$ cat config.mk
export PLATFORM = sky130hd
export DESIGN_NAME = card_number_luhn_issuer_check_flat
export DESIGN_NICKNAME = d
export VERILOG_FILES = /design/src/hw/rtl/luhn_pkg.sv /design/src/hw/rtl/luhn_if.sv /design/src/hw/rtl/card_number_luhn_issuer_check.sv /design/src/flat_wrapper.sv
export SDC_FILE = /design/constraint.sdc
export NUM_CORES = 1
export LEC_CHECK = 0
export BUFFER_PORTS_ARGS = -buffer_cell sky130_fd_sc_hd__buf_2
export CORE_MARGIN = 2
export CORE_UTILIZATION = 35
export DETAILED_ROUTE_END_ITERATION = 8
export SYNTH_ARGS = -nofsm -noshare
export SYNTH_HDL_FRONTEND = slang
export SYNTH_SLANG_ARGS = --single-unit
$ cat constraint.sdc
create_clock -name clk_i -period 4.1 [get_ports clk_i]
set_clock_uncertainty 0.1 [all_clocks]
set_input_delay 0.615 -clock clk_i [delete_from_list [all_inputs] [get_ports clk_i]]
set_output_delay 0.615 -clock clk_i [all_outputs]
set_load 0.03 [all_outputs]
$ cat src/hw/rtl/luhn_pkg.sv
// Shared types and constants for the card number Luhn and issuer check.
`timescale 1ns / 1ps
package luhn_pkg;

  typedef enum logic [4:0] {
    ISS_NONE     = 5'd0,
    ISS_CHARGE   = 5'd1,
    ISS_AU_BANK  = 5'd2,
    ISS_CN_UNION = 5'd3,
    ISS_DC_CARTE = 5'd4,
    ISS_DC_ER    = 5'd5,
    ISS_DC_WORLD = 5'd6,
    ISS_DC       = 5'd7,
    ISS_US_NET   = 5'd8,
    ISS_IPAY     = 5'd9,
    ISS_ISTP     = 5'd10,
    ISS_JP       = 5'd11,
    ISS_IE       = 5'd12,
    ISS_DEBIT    = 5'd13,
    ISS_DK       = 5'd14,
    ISS_MC       = 5'd15,
    ISS_UK_A     = 5'd16,
    ISS_UK_B     = 5'd17,
    ISS_V        = 5'd18,
    ISS_VE       = 5'd19,
    ISS_AIR      = 5'd20
  } issuer_e;

  localparam int unsigned MinBytes = 12;
  localparam logic [7:0] AsciiZero  = 8'h30;
  localparam logic [7:0] AsciiSpace = 8'h20;

  localparam int unsigned NumVePfx = 7;
  localparam logic [31:0] VePrefixes [NumVePfx] = '{
    "4026", "4175", "4405", "4508", "4844", "4913", "4917"
  };

endpackage

$ cat src/hw/rtl/luhn_if.sv
// Channel interfaces for card number bytes and check results.
`timescale 1ns / 1ps
interface luhn_in_if;
  logic       valid;
  logic       ready;
  logic [7:0] char_byte;
  logic       last_byte;

  modport source (output valid, output char_byte, output last_byte, input ready);
  modport sink   (input valid, input char_byte, input last_byte, output ready);
endinterface

interface luhn_res_if;
  logic       valid;
  logic       ready;
  logic       accepted;
  logic [4:0] issuer;
  logic [3:0] check_digit;
  logic       check_mismatch;

  modport source (output valid, output accepted, output issuer, output check_digit,
                  output check_mismatch, input ready);
  modport sink   (input valid, input accepted, input issuer, input check_digit,
                  input check_mismatch, output ready);
endinterface

$ cat src/hw/rtl/card_number_luhn_issuer_check.sv
// Top level of the streamed card number Luhn check with issuer classification.
`timescale 1ns / 1ps
// The block takes one ASCII byte per transfer and can accept a byte in every cycle. A byte
// first lands in an input register; from there it updates the running Luhn sums, counts and
// prefix, while a final byte loads the result register instead, so each result passes the
// input register and then the result register. The result register parts the two sides:
// bytes keep flowing while a result waits, and only a final byte stalls if the previous result
// is still held. Exactly one result is given per final byte; a rejected number gives all zeros.
module card_number_luhn_issuer_check import luhn_pkg::*; #(
  parameter int unsigned MAX_BYTES = 22
) (
  input  logic       clk_i,
  input  logic       rst_ni,
  luhn_in_if.sink    in_i,
  luhn_res_if.source res_o
);

  localparam int unsigned CntW = $clog2(MAX_BYTES + 2);
  localparam logic [CntW-1:0] CntSat = CntW'(MAX_BYTES + 1);
  localparam logic [CntW-1:0] CntMax = CntW'(MAX_BYTES);
  localparam logic [CntW-1:0] CntMin = CntW'(MinBytes);

  function automatic logic in_rng(logic [7:0] b, logic [7:0] lo, logic [7:0] hi);
    return (b >= lo) && (b <= hi);
  endfunction

  function automatic logic [3:0] add_mod10(logic [3:0] a, logic [3:0] b);
    logic [4:0] s;
    s = {1'b0, a} + {1'b0, b};
    if (s >= 5'd10) begin
      s = s - 5'd10;
    end
    return s[3:0];
  endfunction

  function automatic issuer_e debit_or_none(logic [5:0] k);
    return (k >= 6'd12 && k <= 6'd19) ? ISS_DEBIT : ISS_NONE;
  endfunction

  function automatic issuer_e classify(logic [31:0] pfx, logic [5:0] k);
    logic [7:0] p0;
    logic [7:0] p1;
    logic [7:0] p2;
    logic       ve;
    issuer_e    r;
    p0 = pfx[31:24];
    p1 = pfx[23:16];
    p2 = pfx[15:8];
    ve = 1'b0;
    r  = ISS_NONE;
    for (int i = 0; i < NumVePfx; i++) begin
      if (pfx == VePrefixes[i]) begin
        ve = 1'b1;
      end
    end
    unique case (p0)
      "1": r = (k == 6'd15) ? ISS_AIR : ISS_NONE;
      "2": begin
        priority if (p1 == "0" || p1 == "1") begin
          r = (k == 6'd15) ? ISS_DC_ER : ISS_NONE;
        end else if (in_rng(p1, "2", "7")) begin
          r = (k == 6'd16) ? ISS_MC : ISS_NONE;
        end else begin
          r = ISS_NONE;
        end
      end
      "3": begin
        priority if (p1 == "4" || p1 == "7") begin
          r = (k == 6'd15) ? ISS_CHARGE : ISS_NONE;
        end else if (p1 == "5") begin
          r = (k == 6'd16 && in_rng(p2, "2", "8")) ? ISS_JP : ISS_NONE;
        end else if (p1 == "0" && k == 6'd14 && in_rng(p2, "0", "5")) begin
          r = ISS_DC_CARTE;
        end else if (p1 == "0" || p1 == "6" || p1 == "8" || p1 == "9") begin
          r = (k == 6'd14) ? ISS_DC_WORLD : ISS_NONE;
        end else begin
          r = ISS_NONE;
        end
      end
      "4": begin
        priority if (k == 6'd16 && ve) begin
          r = ISS_VE;
        end else if (k == 6'd13 || k == 6'd16) begin
          r = ISS_V;
        end else begin
          r = ISS_NONE;
        end
      end
      "5": begin
        priority if (in_rng(p1, "0", "5")) begin
          r = (k == 6'd16) ? ISS_MC : ISS_NONE;
        end else if (in_rng(p1, "6", "9")) begin
          r = debit_or_none(k);
        end else begin
          r = ISS_NONE;
        end
      end
      "6": begin
        priority if (p1 == "2") begin
          r = (k >= 6'd16 && k <= 6'd19) ? ISS_CN_UNION : ISS_NONE;
        end else if (p1 == "0" || p1 == "4" || p1 == "5") begin
          r = (k == 6'd16) ? ISS_US_NET : ISS_NONE;
        end else if (p1 == "3") begin
          priority if (p2 == "6" && k >= 6'd16 && k <= 6'd19) begin
            r = ISS_IPAY;
          end else if (in_rng(p2, "7", "9") && k == 6'd16) begin
            r = ISS_ISTP;
          end else begin
            r = debit_or_none(k);
          end
        end else if (p1 == "1" || in_rng(p1, "6", "9")) begin
          r = debit_or_none(k);
        end else begin
          r = ISS_NONE;
        end
      end
      default: r = ISS_NONE;
    endcase
    return r;
  endfunction

  // Input register.
  logic       s1_valid_q, s1_valid_d;
  logic [7:0] s1_byte_q;
  logic       s1_last_q;
  logic       s1_go;

  // Running state.
  logic [CntW-1:0] byte_cnt_q, byte_cnt_d;
  logic [4:0]      digit_cnt_q, digit_cnt_d;
  logic [3:0]      sum_even_q, sum_even_d;
  logic [3:0]      sum_odd_q, sum_odd_d;
  logic [7:0]      prefix_q [4];
  logic [7:0]      prefix_d [4];
  logic            bad_q, bad_d;

  // Result register.
  logic       res_valid_q, res_valid_d;
  logic       res_acc_q, res_acc_d;
  logic [4:0] res_iss_q, res_iss_d;
  logic [3:0] res_chk_q, res_chk_d;
  logic       res_mis_q, res_mis_d;

  logic            res_free;
  logic            is_digit;
  logic [3:0]      dig;
  logic [4:0]      dbl;
  logic [3:0]      dig2;
  logic [CntW-1:0] byte_cnt_inc;
  logic [5:0]      k;
  logic [3:0]      sum_sel;
  logic [3:0]      chk;
  logic            len_ok;
  issuer_e         iss;

  assign res_free   = !res_valid_q || res_o.ready;
  assign s1_go      = s1_valid_q && (!s1_last_q || res_free);
  assign in_i.ready = !s1_valid_q || s1_go;
  assign s1_valid_d = (in_i.valid && in_i.ready) || (s1_valid_q && !s1_go);

  always_ff @(posedge clk_i or negedge rst_ni) begin
    if (!rst_ni) begin
      s1_valid_q <= 1'b0;
    end else begin
      s1_valid_q <= s1_valid_d;
    end
  end

  always_ff @(posedge clk_i) begin
    if (in_i.valid && in_i.ready) begin
      s1_byte_q <= in_i.char_byte;
      s1_last_q <= in_i.last_byte;
    end
  end

  always_comb begin
    is_digit     = (s1_byte_q[7:4] == AsciiZero[7:4]) && (s1_byte_q[3:0] < 4'd10);
    dig          = s1_byte_q[3:0];
    dbl          = {dig, 1'b0};
    dig2         = (dbl >= 5'd10) ? 4'(dbl - 5'd9) : dbl[3:0];
    byte_cnt_inc = (byte_cnt_q < CntSat) ? byte_cnt_q + 1'b1 : byte_cnt_q;
    k            = {1'b0, digit_cnt_q} + 6'd1;
    sum_sel      = k[0] ? sum_odd_q : sum_even_q;
    chk          = (sum_sel == 4'd0) ? 4'd0 : 4'(5'd10 - {1'b0, sum_sel});
    len_ok       = (byte_cnt_inc >= CntMin) && (byte_cnt_inc <= CntMax);
    iss          = (!bad_q && len_ok) ? classify({prefix_q[0], prefix_q[1], prefix_q[2],
                                                  prefix_q[3]}, k) : ISS_NONE;

    byte_cnt_d  = byte_cnt_q;
    digit_cnt_d = digit_cnt_q;
    sum_even_d  = sum_even_q;
    sum_odd_d   = sum_odd_q;
    prefix_d    = prefix_q;
    bad_d       = bad_q;
    res_acc_d   = res_acc_q;
    res_iss_d   = res_iss_q;
    res_chk_d   = res_chk_q;
    res_mis_d   = res_mis_q;
    res_valid_d = res_valid_q && !res_o.ready;

    if (s1_go) begin
      if (s1_last_q) begin
        byte_cnt_d  = '0;
        digit_cnt_d = '0;
        sum_even_d  = '0;
        sum_odd_d   = '0;
        prefix_d    = '{default: '0};
        bad_d       = 1'b0;
        res_valid_d = 1'b1;
        res_acc_d   = (iss != ISS_NONE);
        res_iss_d   = iss;
        res_chk_d   = (iss != ISS_NONE) ? chk : 4'd0;
        res_mis_d   = (iss != ISS_NONE) && (s1_byte_q != {AsciiZero[7:4], chk});
      end else begin
        byte_cnt_d = byte_cnt_inc;
        if (byte_cnt_q < CntW'(4)) begin
          prefix_d[byte_cnt_q[1:0]] = s1_byte_q;
        end
        if (s1_byte_q != AsciiSpace) begin
          if (!is_digit) begin
            bad_d = 1'b1;
          end else begin
            if (!digit_cnt_q[0]) begin
              sum_even_d = add_mod10(sum_even_q, dig2);
              sum_odd_d  = add_mod10(sum_odd_q, dig);
            end else begin
              sum_even_d = add_mod10(sum_even_q, dig);
              sum_odd_d  = add_mod10(sum_odd_q, dig2);
            end
            if (digit_cnt_q != 5'd31) begin
              digit_cnt_d = digit_cnt_q + 5'd1;
            end
          end
        end
      end
    end
  end

  always_ff @(posedge clk_i or negedge rst_ni) begin
    if (!rst_ni) begin
      byte_cnt_q  <= '0;
      digit_cnt_q <= '0;
      sum_even_q  <= '0;
      sum_odd_q   <= '0;
      prefix_q    <= '{default: '0};
      bad_q       <= 1'b0;
      res_valid_q <= 1'b0;
    end else begin
      byte_cnt_q  <= byte_cnt_d;
      digit_cnt_q <= digit_cnt_d;
      sum_even_q  <= sum_even_d;
      sum_odd_q   <= sum_odd_d;
      prefix_q    <= prefix_d;
      bad_q       <= bad_d;
      res_valid_q <= res_valid_d;
    end
  end

  always_ff @(posedge clk_i) begin
    res_acc_q <= res_acc_d;
    res_iss_q <= res_iss_d;
    res_chk_q <= res_chk_d;
    res_mis_q <= res_mis_d;
  end

  assign res_o.valid          = res_valid_q;
  assign res_o.accepted       = res_acc_q;
  assign res_o.issuer         = res_iss_q;
  assign res_o.check_digit    = res_chk_q;
  assign res_o.check_mismatch = res_mis_q;

endmodule

$ cat src/flat_wrapper.sv
// flat-port wrapper written by rule: the top's interface ports become plain ports
module card_number_luhn_issuer_check_flat import luhn_pkg::*;
#(
  parameter int unsigned MAX_BYTES = 22
)
  (clk_i, rst_ni, in_i_valid, in_i_char_byte, in_i_last_byte, in_i_ready, res_o_valid, res_o_accepted, res_o_issuer, res_o_check_digit, res_o_check_mismatch, res_o_ready);
  luhn_in_if in_i_i ();
  luhn_res_if res_o_i ();
  input  logic clk_i;
  input  logic rst_ni;
  input wire logic [$bits(in_i_i.valid)-1:0] in_i_valid;
  input wire logic [$bits(in_i_i.char_byte)-1:0] in_i_char_byte;
  input wire logic [$bits(in_i_i.last_byte)-1:0] in_i_last_byte;
  output wire logic [$bits(in_i_i.ready)-1:0] in_i_ready;
  output wire logic [$bits(res_o_i.valid)-1:0] res_o_valid;
  output wire logic [$bits(res_o_i.accepted)-1:0] res_o_accepted;
  output wire logic [$bits(res_o_i.issuer)-1:0] res_o_issuer;
  output wire logic [$bits(res_o_i.check_digit)-1:0] res_o_check_digit;
  output wire logic [$bits(res_o_i.check_mismatch)-1:0] res_o_check_mismatch;
  input wire logic [$bits(res_o_i.ready)-1:0] res_o_ready;
  assign in_i_i.valid = in_i_valid;
  assign in_i_i.char_byte = in_i_char_byte;
  assign in_i_i.last_byte = in_i_last_byte;
  assign in_i_ready = in_i_i.ready;
  assign res_o_valid = res_o_i.valid;
  assign res_o_accepted = res_o_i.accepted;
  assign res_o_issuer = res_o_i.issuer;
  assign res_o_check_digit = res_o_i.check_digit;
  assign res_o_check_mismatch = res_o_i.check_mismatch;
  assign res_o_i.ready = res_o_ready;
  card_number_luhn_issuer_check #(.MAX_BYTES(MAX_BYTES)) u_core (.clk_i(clk_i), .rst_ni(rst_ni), .in_i(in_i_i), .res_o(res_o_i));
endmodule
Word level (Yosys, flattened, before mapping)
Index checks and enable logic that the tools add are counted.
- bits in registers: 73
- input bits: 13
- output and inout port bits: 13
- logic and storage cells: 210
- $add $sub $neg: 13
- magnitude comparators: 27
- eq/ne operators: 33
- mux-type cells: 65
- bitwise operators: 1
- reduce and logical (&&, ||, !) cells: 54
- operator list (operator ; number):
    32-bit by 30-bit == test with 1-bit output (second input constant) ; 7
    8-bit by 6-bit == test with 1-bit output (second input constant) ; 17
    5-bit 2-to-1 mux ; 24
    4-bit 2-to-1 mux ; 19
    32-bit 2-to-1 mux ; 2
    8-bit by 6-bit greater-or-equal comparator with 1-bit output (second input constant) ; 6
    8-bit by 6-bit less-or-equal comparator with 1-bit output (second input constant) ; 6
    32-bit bitwise mux ; 1
    5-bit by 4-bit greater-or-equal comparator with 1-bit output (second input constant) ; 6
    5-bit case mux with 6 select lines ; 1
    1-bit logical AND ; 24
    4-bit by 4-bit adder with 5-bit output ; 4
    4-bit subtractor (second input constant) ; 5
    6-bit by 4-bit == test with 1-bit output (second input constant) ; 3
    8-bit demux with 2-bit select ; 1
    1-bit logical OR ; 13
    1-bit 2-to-1 mux ; 13
    5-bit by 1-bit adder with 5-bit output (second input constant) ; 2
    8-bit 2-to-1 mux ; 1
    8-bit by 6-bit inequality test with 1-bit output ; 1
    8-bit by 6-bit inequality test with 1-bit output (second input constant) ; 1
    2-bit nonzero test ; 4
    5-bit by 1-bit adder with 6-bit output (second input constant) ; 1
    6-bit by 5-bit == test with 1-bit output (second input constant) ; 1
    22 further kinds ; 30

Depth between registers and ports, before layout
- depth in word-level cells: 14
- gate-level depth with buffers: 16

Worst setup path before layout
Ideal clock, no wire load.
- kind: register to register
- start: reg u_core.s1_byte_q[1]
- end: reg u_core.sum_odd_q[2]
- setup time: 67 ps
- arrival time: 3120 ps
- data required time: 3933 ps
- slack: 813 ps
- stages on the path, launching flop included: 15
- cell sequence: edfxtp_1 -> inv_1 -> ha_1 -> nand2b_1 -> a21oi_1 -> xnor2_1 -> inv_1 -> fa_1 -> xor2_1 -> ha_1 -> nand2_1 -> a21boi_0 -> mux2i_1 -> nand3_1 -> nand2_1
- cells in the longest elaborated chain, start to end: 9
- elaborated cells on any way between the ends: 21
- classes of those cells: 5 x add/sub; 4 x order compare; 1 x eq/ne; 7 x mux; 4 x reduce/logical
- ends and longest elaborated chain (item ; line ; source):
    from (decl) ; card_number_luhn_issuer_check.sv:124 ; logic [7:0] s1_byte_q;
    from (signal assigned) ; card_number_luhn_issuer_check.sv:171 ; s1_byte_q <= in_i.char_byte;
    4-bit subtractor / 5-bit by 4-bit greater-or-equal comparator with 1-bit output (equally long branches) ; card_number_luhn_issuer_check.sv:180 ; dig2 = (dbl >= 5'd10) ? 4'(dbl - 5'd9) : dbl[3:0];
    4-bit 2-to-1 mux ; card_number_luhn_issuer_check.sv:180 ;
    4-bit by 4-bit adder with 5-bit output ; card_number_luhn_issuer_check.sv:29 ; s = {1'b0, a} + {1'b0, b};
    4-bit subtractor / 5-bit by 4-bit greater-or-equal comparator with 1-bit output (equally long branches) ; card_number_luhn_issuer_check.sv:31, card_number_luhn_issuer_check.sv:30 ;
    4-bit 2-to-1 mux ; card_number_luhn_issuer_check.sv:30 ; if (s >= 5'd10) begin
    4-bit 2-to-1 mux ; card_number_luhn_issuer_check.sv:223 ; if (!digit_cnt_q[0]) begin
    4-bit 2-to-1 mux ; card_number_luhn_issuer_check.sv:220 ; if (!is_digit) begin
    4-bit 2-to-1 mux ; card_number_luhn_issuer_check.sv:219 ; if (s1_byte_q != AsciiSpace) begin
    4-bit 2-to-1 mux ; card_number_luhn_issuer_check.sv:202 ; if (s1_last_q) begin
    to (signal assigned) ; card_number_luhn_issuer_check.sv:252 ; sum_odd_q <= sum_odd_d;
    to (decl) ; card_number_luhn_issuer_check.sv:132 ; logic [3:0] sum_odd_q, sum_odd_d;
Parallel ways exist; a longest one is shown, timed or not. The select of a mux whose other input is x is not followed.
A chain may end at the register's enable or synchronous reset.

Worst setup path after layout
- start: reg u_core.s1_byte_q[0]
- end: reg u_core.sum_odd_q[2]
Same word-level chain as after synthesis.

==> impl_metrics.ini <==
[critical_path]
crit_path_end_kind = flip-flop
endpoint = u_core.sum_odd_q[2]$_DFFE_PN0P_
r2r_slack_ns = 0.53
crit_start = u_core.s1_byte_q[0]$_DFFE_PP_
required_ns = 4.28
path_max_fanout = 10
rr_endpoint = u_core.sum_odd_q[2]$_DFFE_PN0P_
path_class = flip-flop to flip-flop
r2r_cells = 14
critPathArrivalTime_ns = 3.76
start_kind = flip-flop
rr_startpoint = u_core.s1_byte_q[0]$_DFFE_PP_

[job]
maxCapViolCount = 0

[sta]
slew_headroom = 0.3346
period_share = 0.8719
setup_viol = 0
finalMaxSlewViolations = 0
fin_setup_tns_ns = 0
rsz0062_at_grt = no
hold_viol_final = 0
tightest_slew_ns = 0.9981
period_needed_ns = 3.575
fmax_mhz = 279.7

[clocking]
clk_pin_slew_ns = 0.06
cts_made_buffers = 9
cts.sinks = 73
cts_hold_buffers = 0
htree_levels = 3
postCtsResizedCells = 0
post_cts_buffers = 0
cts_tree = done
clk_root_buffer_cell = clkbuf_16
clk_latency_ns = 0.34
clockBufferDepth = 2

[power_and_ir_drop]
switching_share = 0.3445
p_int_uw = 1506
power-per-cell-area_nw_per_um2 = 398.2
leakagePower_uw = 0.002324
seqPwrFrac = 0.430
clockPowerShare = 0.324
p_sw_uw = 791.3
vdd_drop_max_v = 0.0002273
combPwrFrac = 0.247

[logic_synthesis]
synthAdderAreaFrac = 0.09417
ys_types = 70
syn_area_per_cell_sq_um = 9.041
synth_compound_area_frac = 0.1946
synth_edf_count = 20
ys_ff_latch = 73
muxShareOfSynthArea = 0.03298
synthFlopType = dfrtp_1
ys_warn_count = 0
synthesis.area_sq_um = 5235
postSynthCellCount = 579
seq_area_frac_synth = 0.3681
synth_simple_gate_area_frac = 0.2249
synth_top_family_by_area = simple AND/OR/NAND/NOR gates
synth-xor-area-share = 0.03657
async_reset_ff_frac = 0.7260
syn_nets = 629

[cells_and_area]
seqCellArea_sq_um = 1927
final_cell_mix = 93 x nand2_1, 53 x dfrtp_1, 49 x o21ai_0, 33 x ha_1
fin_nets = 638
syn2layout_area_growth_pct = 10.21
nFillCells = 1435
drive_above_1_share = 0.1079
multi_input_area_sq_um = 3053
diodes = 0
final_area_sq_um = 5769
final_common_cell = nand2_1

[global_routing]
grt_pass1_wl_um = 21060
track_usage = 0.1639
grt_pass1_vias = 4229
antenna_found_initial = 0
overflow = 0
grt_max_degree = 43

[placed_design]
place.gp.congestion = 0.9069
portBuffers = 25
dp_hpwl_um = 9291
place_area_sq_um = 5489

[die]
rows = 44
start_util = 0.3588
die_area_sq_um = 15950
die_h_um = 126.3
core_sq_um = 14590
die_x_um = 126.3
ioPinCount = 26

[detailed_routing]
drc_errors = 0
postRouteAntennaNets = 0
drtIter0Drc = 353
drt_first_pass_iters = 5
avgViaCountPerCell = 5.557
finalWirelength_um = 12620
vias = 4318
wl_per_cell_um = 16.24

[min_path]
hold_path_class = input pin to asynchronous set/reset pin

[outcome]
status = finished clean
-- cells by family (layout without fill, tap and decap cells) --
group,count (synthesis),in the layout
xor+xnor,21,21
fa+ha+maj,37,37
simple gates,222,222
buf+inv,61,75
flops,73,73
mux,17,17
compound gates,148,148
-- synth_stat cells, types with 8 or more instances --
master	number	share of area
a21o_1	10	0.014
a21oi_1	20	0.019
a22oi_1	12	0.017
a31oi_1	9	0.011
clkbuf_1	20	0.014
dfrtp_1	53	0.25
edfxtp_1	20	0.11
ha_1	33	0.079
inv_1	27	0.019
mux2i_1	15	0.029
nand2_1	93	0.067
nand2b_1	10	0.012
nand3_1	9	0.0086
nand4_1	12	0.014
nor2_1	27	0.019
nor2b_1	9	0.011
nor3_1	10	0.0096
nor4_1	11	0.013
o21ai_0	49	0.047
xnor2_1	12	0.020
xor2_1	8	0.013
-- flip-flops by register name (all words and copies together) (netlist names) --
signal	flops
u_core.byte_cnt_q	5
u_core.prefix_q	32
u_core.bad_q	1
u_core.res_o.valid	1
u_core.res_o.check_mismatch	1
u_core.s1_last_q	1
u_core.s1_byte_q	8
u_core.res_o.issuer	5
u_core.res_o.accepted	1
u_core.sum_even_q	4
u_core.res_o.check_digit	4
u_core.sum_odd_q	4
u_core.digit_cnt_q	5
u_core.s1_valid_q	1
-- power groups by stage --
stage / logic (uW) / registers, uW / clock network (uW)
2_1_floorplan: 507 / 913 / 0
3_3_place_gp: 548 / 991 / 0
3_5_place_dp: 567 / 997 / 0
5_1_grt: 647 / 1010 / 795
4_1_cts: 571 / 983 / 760
6_report: 566 / 988 / 743
-- critical path, cell delays in order (launching register included) --
cell	delay [ns]
edfxtp_1	0.57
inv_1	0.19
ha_1	0.21
nand2b_1	0.06
a21oi_1	0.29
xnor2_1	0.22
inv_1	0.15
fa_1	0.45
xor2_1	0.28
ha_1	0.23
nand2_1	0.05
a21boi_0	0.33
mux2i_1	0.23
nand3_1	0.09
nand2_1	0.07
-- worst min path at each step --
stage / start / end / slack (ns)
after CTS: in_i_char_byte[3] / u_core.s1_byte_q[3]$_DFFE_PP_ / 0.33
after global placement: u_core.prefix_q[5]$_DFFE_PN0P_ / u_core.prefix_q[5]$_DFFE_PN0P_ / 0.36
after detailed placement: u_core.prefix_q[30]$_DFFE_PN0P_ / u_core.prefix_q[30]$_DFFE_PN0P_ / 0.37
final: rst_ni / u_core.prefix_q[19]$_DFFE_PN0P_ / 0.33
after global routing: in_i_char_byte[3] / u_core.s1_byte_q[3]$_DFFE_PP_ / 0.33
after floorplan: rst_ni / u_core.bad_q$_DFFE_PN0P_ / 0.22
-- routing by layer --
metal,wire length (um),share of wire,GRT usage,vias to the layer above
met5,0,0,0,-
met4,354,0.028,0.06529,0
met3,558,0.044,0.03416,36
met2,5640,0.45,0.2527,118
met1,6068,0.48,0.2262,2038
li1,-,-,-,2126
-- area by class of cell --
type	instances	share of cell area
Clock buffer	10	0.04142
Inverter	27	0.01757
Timing Repair Buffer	32	0.03080
Clock inverter	6	0.007157
Sequential cell	73	0.3340
Tap cell	184	0.03990
Multi-Input combinational cell	445	0.5292
-- metrics by stage --
| stage | std cells | power (uW) | setup WS, ns | hold WS, ns | util |
|---|---|---|---|---|---|
| final | 777 | 2297 | 0.5254 | 0.3343 | 0.3955 |
| after global routing | 777 | 2450 | 0.09660 | 0.3305 | 0.3955 |
| after CTS | 777 | 2315 | 0.4790 | 0.3336 | 0.3955 |
| after detailed placement | 761 | 1564 | 0.5013 | 0.3677 | 0.3762 |
| after global placement | 761 | 1539 | 0.6531 | 0.3606 | 0.3762 |
| after floorplan | 579 | 1420 | 0.8127 | 0.2194 | - |
No activity file was read; power rests on OpenSTA's default activity.
